## src/hdl/rlfe_pkg.sv

```systemverilog
// types, constants and helper functions of the region line feature extractor
package rlfe_pkg;

	localparam int REGION_SIZE  = 7;
	localparam int GRID_SIDE    = 3;
	localparam int GRID_EXTENT  = REGION_SIZE * GRID_SIDE;
	localparam int NUM_REGIONS  = GRID_SIDE * GRID_SIDE;
	localparam int NUM_PATTERNS = 4;
	localparam int FEAT_W       = NUM_PATTERNS * NUM_REGIONS;
	localparam int CNT_W        = $clog2(FEAT_W + 1);
	localparam int RED_W        = 8;
	localparam int WIDTH_W      = 13;
	localparam int POS_W        = 12;
	localparam int COL_IDX_W    = $clog2(GRID_EXTENT);
	localparam int BLK_W        = (GRID_SIDE > 1) ? $clog2(GRID_SIDE) : 1;
	localparam int REG_IDX_W    = (NUM_REGIONS > 1) ? $clog2(NUM_REGIONS) : 1;
	localparam int WIN_W        = 9;

	localparam logic [WIDTH_W-1:0] WIDTH_RESET = 13'd21;
	localparam logic [POS_W-1:0]   POS_MAX     = {POS_W{1'b1}};

	// pattern codes within one region's nibble
	localparam int PAT_VERT  = 0;
	localparam int PAT_HORIZ = 1;
	localparam int PAT_DIAG  = 2;
	localparam int PAT_ANTI  = 3;

	typedef struct packed {
		logic [RED_W-1:0] red_level;
		logic             last_pixel;
	} pixel_t;

	typedef struct packed {
		logic [FEAT_W-1:0] feature_bits;
		logic [CNT_W-1:0]  ones_count;
	} result_t;

	// finished feature vector waiting for the output stage
	typedef struct packed {
		logic              valid;
		logic [FEAT_W-1:0] features;
	} frame_t;

	// region block of a grid coordinate
	function automatic logic [BLK_W-1:0] block_of(input logic [COL_IDX_W-1:0] p);
		logic [BLK_W-1:0] blk;
		blk = '0;
		for (int b = 1; b < GRID_SIDE; b++) begin
			if (int'(p) >= b * REGION_SIZE) begin
				blk = BLK_W'(b);
			end
		end
		return blk;
	endfunction

	// true when the coordinate is at least two steps into its region
	function automatic logic offset_ok(input logic [COL_IDX_W-1:0] p,
			input logic [BLK_W-1:0] blk);
		return (int'(p) - int'(blk) * REGION_SIZE) >= 2;
	endfunction

	function automatic logic [CNT_W-1:0] popcount(input logic [FEAT_W-1:0] v);
		logic [CNT_W-1:0] n;
		n = '0;
		for (int i = 0; i < FEAT_W; i++) begin
			n = n + CNT_W'(v[i]);
		end
		return n;
	endfunction

endpackage

```

## src/hdl/rlfe_window.sv

```systemverilog
// line buffers, 3x3 window, position tracking, pattern match and accumulator
module rlfe_window (
	input  logic                          clk,
	input  logic                          arst_n,
	input  logic [rlfe_pkg::WIDTH_W-1:0]  image_width,
	input  logic                          take,
	input  rlfe_pkg::pixel_t              px,
	input  logic                          frame_pop,
	output rlfe_pkg::frame_t              frame_s1
);
	import rlfe_pkg::*;

	logic [GRID_EXTENT-1:0] above_q;
	logic [GRID_EXTENT-1:0] two_above_q;
	logic [WIN_W-1:0]       win_q;
	logic [POS_W-1:0]       col_q;
	logic [POS_W-1:0]       row_q;
	logic [FEAT_W-1:0]      acc_q;
	logic                   valid_s1;
	logic [FEAT_W-1:0]      features_s1;

	logic                   in_col;
	logic                   in_row;
	logic [COL_IDX_W-1:0]   cidx;
	logic [COL_IDX_W-1:0]   ridx;
	logic                   px_set;
	logic                   above;
	logic                   two_above;
	logic [WIN_W-1:0]       win_next;
	logic [BLK_W-1:0]       cblk;
	logic [BLK_W-1:0]       rblk;
	logic                   cok;
	logic                   rok;
	logic [NUM_PATTERNS-1:0] pat;
	logic [REG_IDX_W-1:0]   region;
	logic [FEAT_W-1:0]      acc_next;
	logic                   wrap;

	always_comb begin
		in_col    = col_q < POS_W'(GRID_EXTENT);
		in_row    = row_q < POS_W'(GRID_EXTENT);
		cidx      = col_q[COL_IDX_W-1:0];
		ridx      = row_q[COL_IDX_W-1:0];
		px_set    = (px.red_level == '0);
		above     = in_col ? above_q[cidx] : 1'b0;
		two_above = in_col ? two_above_q[cidx] : 1'b0;
		// newest column enters at the top bits, oldest drops out
		win_next  = {px_set, above, two_above, win_q[WIN_W-1:3]};
		cblk      = block_of(cidx);
		rblk      = block_of(ridx);
		cok       = offset_ok(cidx, cblk);
		rok       = offset_ok(ridx, rblk);
		region    = REG_IDX_W'(int'(rblk) * GRID_SIDE + int'(cblk));

		pat = '0;
		pat[PAT_VERT]  = rok && win_next[6] && win_next[7] && win_next[8];
		pat[PAT_HORIZ] = cok && win_next[2] && win_next[5] && win_next[8];
		pat[PAT_DIAG]  = rok && cok && win_next[0] && win_next[4] && win_next[8];
		pat[PAT_ANTI]  = rok && cok && win_next[2] && win_next[4] && win_next[6];

		acc_next = acc_q;
		for (int g = 0; g < NUM_REGIONS; g++) begin
			if (in_col && in_row && (region == REG_IDX_W'(g))) begin
				acc_next[g*NUM_PATTERNS +: NUM_PATTERNS] =
					acc_q[g*NUM_PATTERNS +: NUM_PATTERNS] | pat;
			end
		end

		wrap = ({1'b0, col_q} + WIDTH_W'(1) >= image_width) || (col_q == POS_MAX);
	end

	always_ff @(posedge clk or negedge arst_n) begin
		if (!arst_n) begin
			above_q     <= '0;
			two_above_q <= '0;
			win_q       <= '0;
			col_q       <= '0;
			row_q       <= '0;
			acc_q       <= '0;
		end else if (take) begin
			if (px.last_pixel) begin
				above_q     <= '0;
				two_above_q <= '0;
				win_q       <= '0;
				col_q       <= '0;
				row_q       <= '0;
				acc_q       <= '0;
			end else begin
				if (in_col) begin
					above_q[cidx]     <= px_set;
					two_above_q[cidx] <= above;
				end
				win_q <= win_next;
				acc_q <= acc_next;
				if (wrap) begin
					col_q <= '0;
					if (row_q != POS_MAX) begin
						row_q <= row_q + POS_W'(1);
					end
				end else begin
					col_q <= col_q + POS_W'(1);
				end
			end
		end
	end

	// finished vector holds here until the output stage takes it
	always_ff @(posedge clk or negedge arst_n) begin
		if (!arst_n) begin
			valid_s1 <= 1'b0;
		end else if (take && px.last_pixel) begin
			valid_s1 <= 1'b1;
		end else if (frame_pop) begin
			valid_s1 <= 1'b0;
		end
	end

	always_ff @(posedge clk) begin
		if (take && px.last_pixel) begin
			features_s1 <= acc_next;
		end
	end

	assign frame_s1 = '{valid: valid_s1, features: features_s1};

endmodule

```

## src/hdl/rlfe_count.sv

```systemverilog
// output stage: popcount of the feature vector and the result register
module rlfe_count (
	input  logic              clk,
	input  logic              arst_n,
	input  rlfe_pkg::frame_t  frame_s1,
	output logic              frame_pop,
	output logic              out_valid,
	input  logic              out_ready,
	output rlfe_pkg::result_t out_data
);
	import rlfe_pkg::*;

	logic valid_q;

	assign frame_pop = frame_s1.valid && (!valid_q || out_ready);
	assign out_valid = valid_q;

	always_ff @(posedge clk or negedge arst_n) begin
		if (!arst_n) begin
			valid_q <= 1'b0;
		end else if (frame_pop) begin
			valid_q <= 1'b1;
		end else if (out_ready) begin
			valid_q <= 1'b0;
		end
	end

	always_ff @(posedge clk) begin
		if (frame_pop) begin
			out_data.feature_bits <= frame_s1.features;
			out_data.ones_count   <= popcount(frame_s1.features);
		end
	end

endmodule

```

## src/hdl/region_line_feature_extractor_unit.sv

```systemverilog
// Region line feature extractor, top level.
// Pixels arrive on the in channel (valid/ready), one red level per transfer in
// raster order; a red level of zero is an ink pixel. The 21x21 top-left area
// is split into a 3x3 grid of 7x7 regions and four line patterns (vertical,
// horizontal, diagonal, anti-diagonal) are tracked per region.
// The transfer that carries last_pixel produces one result on the out channel:
// the 36-bit feature vector and its popcount. Other pixels produce nothing.
// Throughput: one pixel per cycle while in_ready is high. The result path
// is registered: the vector register loads at the last pixel's transfer, then
// the result register loads the vector and its popcount, and out_valid rises.
// image_width is loaded from cfg_wdata when cfg_we is high; write it only
// while no image is in flight. Reset clears all image state and sets the
// width to 21.
// When the receiver stalls, one finished vector waits in the vector register
// behind the result register; while both are full in_ready stays low, for
// any pixel, until the receiver takes the pending result.
module region_line_feature_extractor_unit (
	input  logic                           clk,
	input  logic                           arst_n,
	input  logic                           cfg_we,
	input  logic [rlfe_pkg::WIDTH_W-1:0]   cfg_wdata,
	input  logic                           in_valid,
	output logic                           in_ready,
	input  rlfe_pkg::pixel_t               in_data,
	output logic                           out_valid,
	input  logic                           out_ready,
	output rlfe_pkg::result_t              out_data
);
	import rlfe_pkg::*;

	logic [WIDTH_W-1:0] image_width_q;
	frame_t             frame_s1;
	logic               frame_pop;
	logic               take;

	assign in_ready = !frame_s1.valid || frame_pop;
	assign take     = in_valid && in_ready;

	always_ff @(posedge clk or negedge arst_n) begin
		if (!arst_n) begin
			image_width_q <= WIDTH_RESET;
		end else if (cfg_we) begin
			image_width_q <= cfg_wdata;
		end
	end

	rlfe_window u_window (
		.clk         (clk),
		.arst_n      (arst_n),
		.image_width (image_width_q),
		.take        (take),
		.px          (in_data),
		.frame_pop   (frame_pop),
		.frame_s1    (frame_s1)
	);

	rlfe_count u_count (
		.clk       (clk),
		.arst_n    (arst_n),
		.frame_s1  (frame_s1),
		.frame_pop (frame_pop),
		.out_valid (out_valid),
		.out_ready (out_ready),
		.out_data  (out_data)
	);

endmodule

```

## config.mk

```make
export PLATFORM = sky130hd
export DESIGN_NAME = region_line_feature_extractor_unit
export DESIGN_NICKNAME = d
export VERILOG_FILES = /design/src/hdl/rlfe_pkg.sv /design/src/hdl/rlfe_window.sv /design/src/hdl/rlfe_count.sv /design/src/hdl/region_line_feature_extractor_unit.sv
export SDC_FILE = /design/constraint.sdc
export NUM_CORES = 1
export LEC_CHECK = 0
export BUFFER_PORTS_ARGS = -buffer_cell sky130_fd_sc_hd__buf_4
export CAP_MARGIN = 0
export CORE_MARGIN = 1
export CORE_UTILIZATION = 30
export DETAILED_ROUTE_END_ITERATION = 10
export PLACE_DENSITY = 0.56
export SLEW_MARGIN = 10
export SYNTH_ARGS = -nofsm -noshare
export SYNTH_HDL_FRONTEND = slang
export SYNTH_SLANG_ARGS = --single-unit
```

## constraint.sdc

```tcl
create_clock -name clk -period 9.8 [get_ports clk]
set_input_delay 0.98 -clock clk [delete_from_list [all_inputs] [get_ports clk]]
set_output_delay 0.98 -clock clk [all_outputs]
set_load 0.005 [all_outputs]
```

==> qor.txt <==
Via count: 7,298
Cell mode on critical path: fa_1
Final nets: 1,123
Drt pass-1 iters: 5
Synth top area share: 0.280
Hold WC Path Type: reg2reg
Worst VDD drop: 0.000145 V
Synthesized flop and latch total: 200
Post-CTS Setup Bufs: 0
Final period util: 0.528
Worst-path clk slew: 0.07 ns
Area added between synthesis and finish: 14.1%
Reg2reg start: u_window.features_s1[0]$_DFFE_PP_
CP Max Fanout: 2
CTS resizes: 0
Num CTS Buffers: 17
Ys Warns: 0
Fmax: 193 MHz
Hold Buf Count CTS: 0
Total power per unit cell area: 185 mW/mm2
Root Driver: clkbuf_16
Max-Cap Viols: 0
Worst-Skew Late Latency: 0.45 ns
Slew HR: 0.240
Int Power: 1.53 mW
Buffers on Ports: 70
Die area: 0.0362 mm2
Hold path cells: 0
# setup viols final: 0
Measured slew at the worst slew-check pin: 1.11 ns
Crit end category: flop
Placed cells: 1,458
Cell Chain, Critical Path: ha_1 > inv_1 > fa_1 > fa_1 > fa_1 > fa_1 > fa_1 > fa_1 > inv_1 > fa_1 > fa_1 > a21o_1 > a21oi_1 > xor2_1
Hpwl dp: 16,200 um
EDFF count, synth: 78
Wire per inst: 15.8 um
Worst setup SP type: flop
Overflow after GRT: 0
TritonCTS clock tree: done
First-pass GRT wire length: 39,600 um
Sequential share of power: 0.433
CP bufs+invs: 2
Initial DRC count: 415
Slew Viols, Final: 0
Row count: 68
Hold Path End: u_count.out_data[10]$_DFFE_PP_
Antenna diodes: 0
# IOs: 71
CP peak stage delay: 0.54 ns
RR Endpoint: u_count.out_data[4]$_DFFE_PP_
Ys async rst share: 0.610
Hold slack: 0.449 ns
Setup TNS: 0 ns
Share of layout cells above drive strength 1: 0.135
Leak: 4.96 nW
Status: finished clean
Hold Fails Final Rpt: 0
Remaining routing DRC violations: 0
Hold path start: u_window.features_s1[4]$_DFFE_PP_
R2R depth: 14
Mapped Cells: 977
Detail Route Antenna Nets: 0
Arr. time, crit path: 5.37 ns
Clk buf depth: 2
RSZ-0062 raised after global routing: false
Post-detailed-routing wire length: 23,500 um
Initial antenna violation count: 0
Top FF cell, synth: dfrtp_1
Sequential area share after synthesis: 0.508
Clock Power Share: 0.316
Post-Layout Cell Count: 1,490
Tmin final: 5.17 ns
Gate power share: 0.250
CP required: 10.00 ns
CP top delay family: adder cells
Routability congestion estimate: 0.813
Initial Util: 0.306
Yosys cell types: 71
Vias in the first global route: 7,352
Synth area leaders: dfrtp_1 (28%), edfxtp_1 (22%), fa_1 (6.2%)
Gr usage total: 0.138
H-tree depth: 4
R2R Setup Slk: 4.63 ns
Via density: 4.90
Clock sink count: 200
Crit path kind: reg2reg
Final Skew: 0.0169 ns
Core Area: 0.0347 mm2
Area leader, netlist: dfrtp_1
Switching share of total power: 0.314
Die height: 190 um
Largest net degree at the start of global routing: 70
Synth Cell Area: 0.0106 mm2
Final Power: 2.24 mW
Die X-Extent: 190 um
Switching pwr: 0.702 mW
Worst path slowest cell: fa_1
Average size of a mapped cell: 10.9 um2
cell type report:
cell class | instances | area, um2
clock buffers | 18 | 429
clock inverters | 14 | 150
fillers | 3554 | 22600
inverters | 78 | 293
multi-input cells | 647 | 4690
flip-flops and latches | 200 | 5400
well taps | 455 | 569
repair buffers | 78 | 586
registers in the layout, summed over array words and instances (netlist names):
register              cells
image_width_q            13
u_count.out_data         42
u_window.two_above_q     21
u_window.features_s1     36
u_window.row_q           12
u_window.win_q            5
u_window.col_q           12
u_window.above_q         21
u_count.out_valid         1
u_window.valid_s1         1
u_window.acc_q           36
stage by stage:
stage	cell area, um2	util	setup slack (ns)
after CTS	12100	0.349	4.54
after detailed placement	11500	0.332	4.58
after global placement	11500	0.332	4.65
after floorplan	10600	-	4.75
final	12100	0.349	4.63
after global routing	12100	0.349	4.14
layer usage:
metal  track usage  part of all wire
met5             0                 0
met4        0.0415             0.014
met3        0.0253             0.038
met2         0.221              0.47
met1         0.190              0.48
Yosys cell counts, types with 9 or more instances:
library cell and number:
nand4_1 12, nor3_1 14, a21oi_1 19, edfxtp_1 78, dfrtp_1 119, nor2_1 48
o21ai_0 92, ha_1 41, inv_1 78, clkbuf_1 37, mux2i_1 13, o211ai_1 19
nand2_1 101, o21bai_1 39, fa_1 33, a31oi_1 16, xor2_1 9, nor2b_1 12
nand3_1 32, o31ai_1 24
how the worst max path moves through the flow:
stage          slack (ns)                                  to  depth (start not counted)                               from
6_report             4.63       u_count.out_data[4]$_DFFE_PP_                         14  u_window.features_s1[0]$_DFFE_PP_
5_1_grt              4.14  u_window.features_s1[22]$_DFFE_PP_                         14      u_window.col_q[1]$_DFFE_PN0P_
4_1_cts              4.54  u_window.features_s1[22]$_DFFE_PP_                         14      u_window.col_q[1]$_DFFE_PN0P_
3_5_place_dp         4.58  u_window.features_s1[22]$_DFFE_PP_                         14      u_window.col_q[1]$_DFFE_PN0P_
3_3_place_gp         4.65       u_count.out_data[4]$_DFFE_PP_                         14  u_window.features_s1[0]$_DFFE_PP_
2_1_floorplan        4.75       u_count.out_data[4]$_DFFE_PP_                         14  u_window.features_s1[0]$_DFFE_PP_
power groups by stage:
stage	Sequential [mW]	Combinational, mW	Clock [mW]
floorplan	0.972	0.429	0
global placement	0.987	0.555	0
detailed placement	0.987	0.567	0
CTS	0.970	0.571	0.726
global route	0.977	0.646	0.756
finish	0.970	0.560	0.707
placed cells by master, fill, tap and decap left out, drive strengths merged, types with 4 or more instances in the layout:
cell | synthesis | routed
dfrtp | 119 | 119
nand2 | 102 | 102
o21ai | 95 | 95
inv | 78 | 87
buf | 18 | 78
edfxtp | 78 | 78
nor2 | 48 | 48
ha | 41 | 41
o21bai | 39 | 39
nand3 | 35 | 35
fa | 33 | 33
o31ai | 24 | 24
a21oi | 19 | 19
o211ai | 19 | 19
clkbuf | 37 | 18
a31oi | 16 | 16
nor3 | 15 | 15
mux2i | 13 | 13
nand4 | 12 | 12
nor2b | 12 | 12
nand2b | 10 | 10
nor4 | 10 | 10
xor2 | 9 | 9
and2 | 8 | 8
xnor2 | 7 | 7
nand3b | 6 | 6
a21o | 5 | 5
mux4 | 5 | 5
a2111oi | 5 | 5
a211oi | 4 | 4
o21a | 4 | 4
or3 | 4 | 4
conb | 1 | 4
or4 | 4 | 4
kinds of logic after synthesis:
| group | Yosys count | share of synthesized area |
|---|---|---|
| simple gates | 283 | 0.138 |
| compound gates | 250 | 0.153 |
| flops | 200 | 0.508 |
| buf+inv | 133 | 0.0515 |
| fa+ha+maj | 74 | 0.111 |
| mux | 20 | 0.0250 |
| xor+xnor | 16 | 0.0132 |
| other cells | 1 | 0.000353 |
worst register-to-register path: cells and delay by family (launching register included):
kind	cells	cell delay, ns
AO/OA/AOI/OAI	2	0.35
XOR/XNOR	1	0.08
adder cells (fa/ha/maj)	9	3.98
flip-flops	1	0.39
buffers and inverters	2	0.12
(Power assumes the default switching activity.)
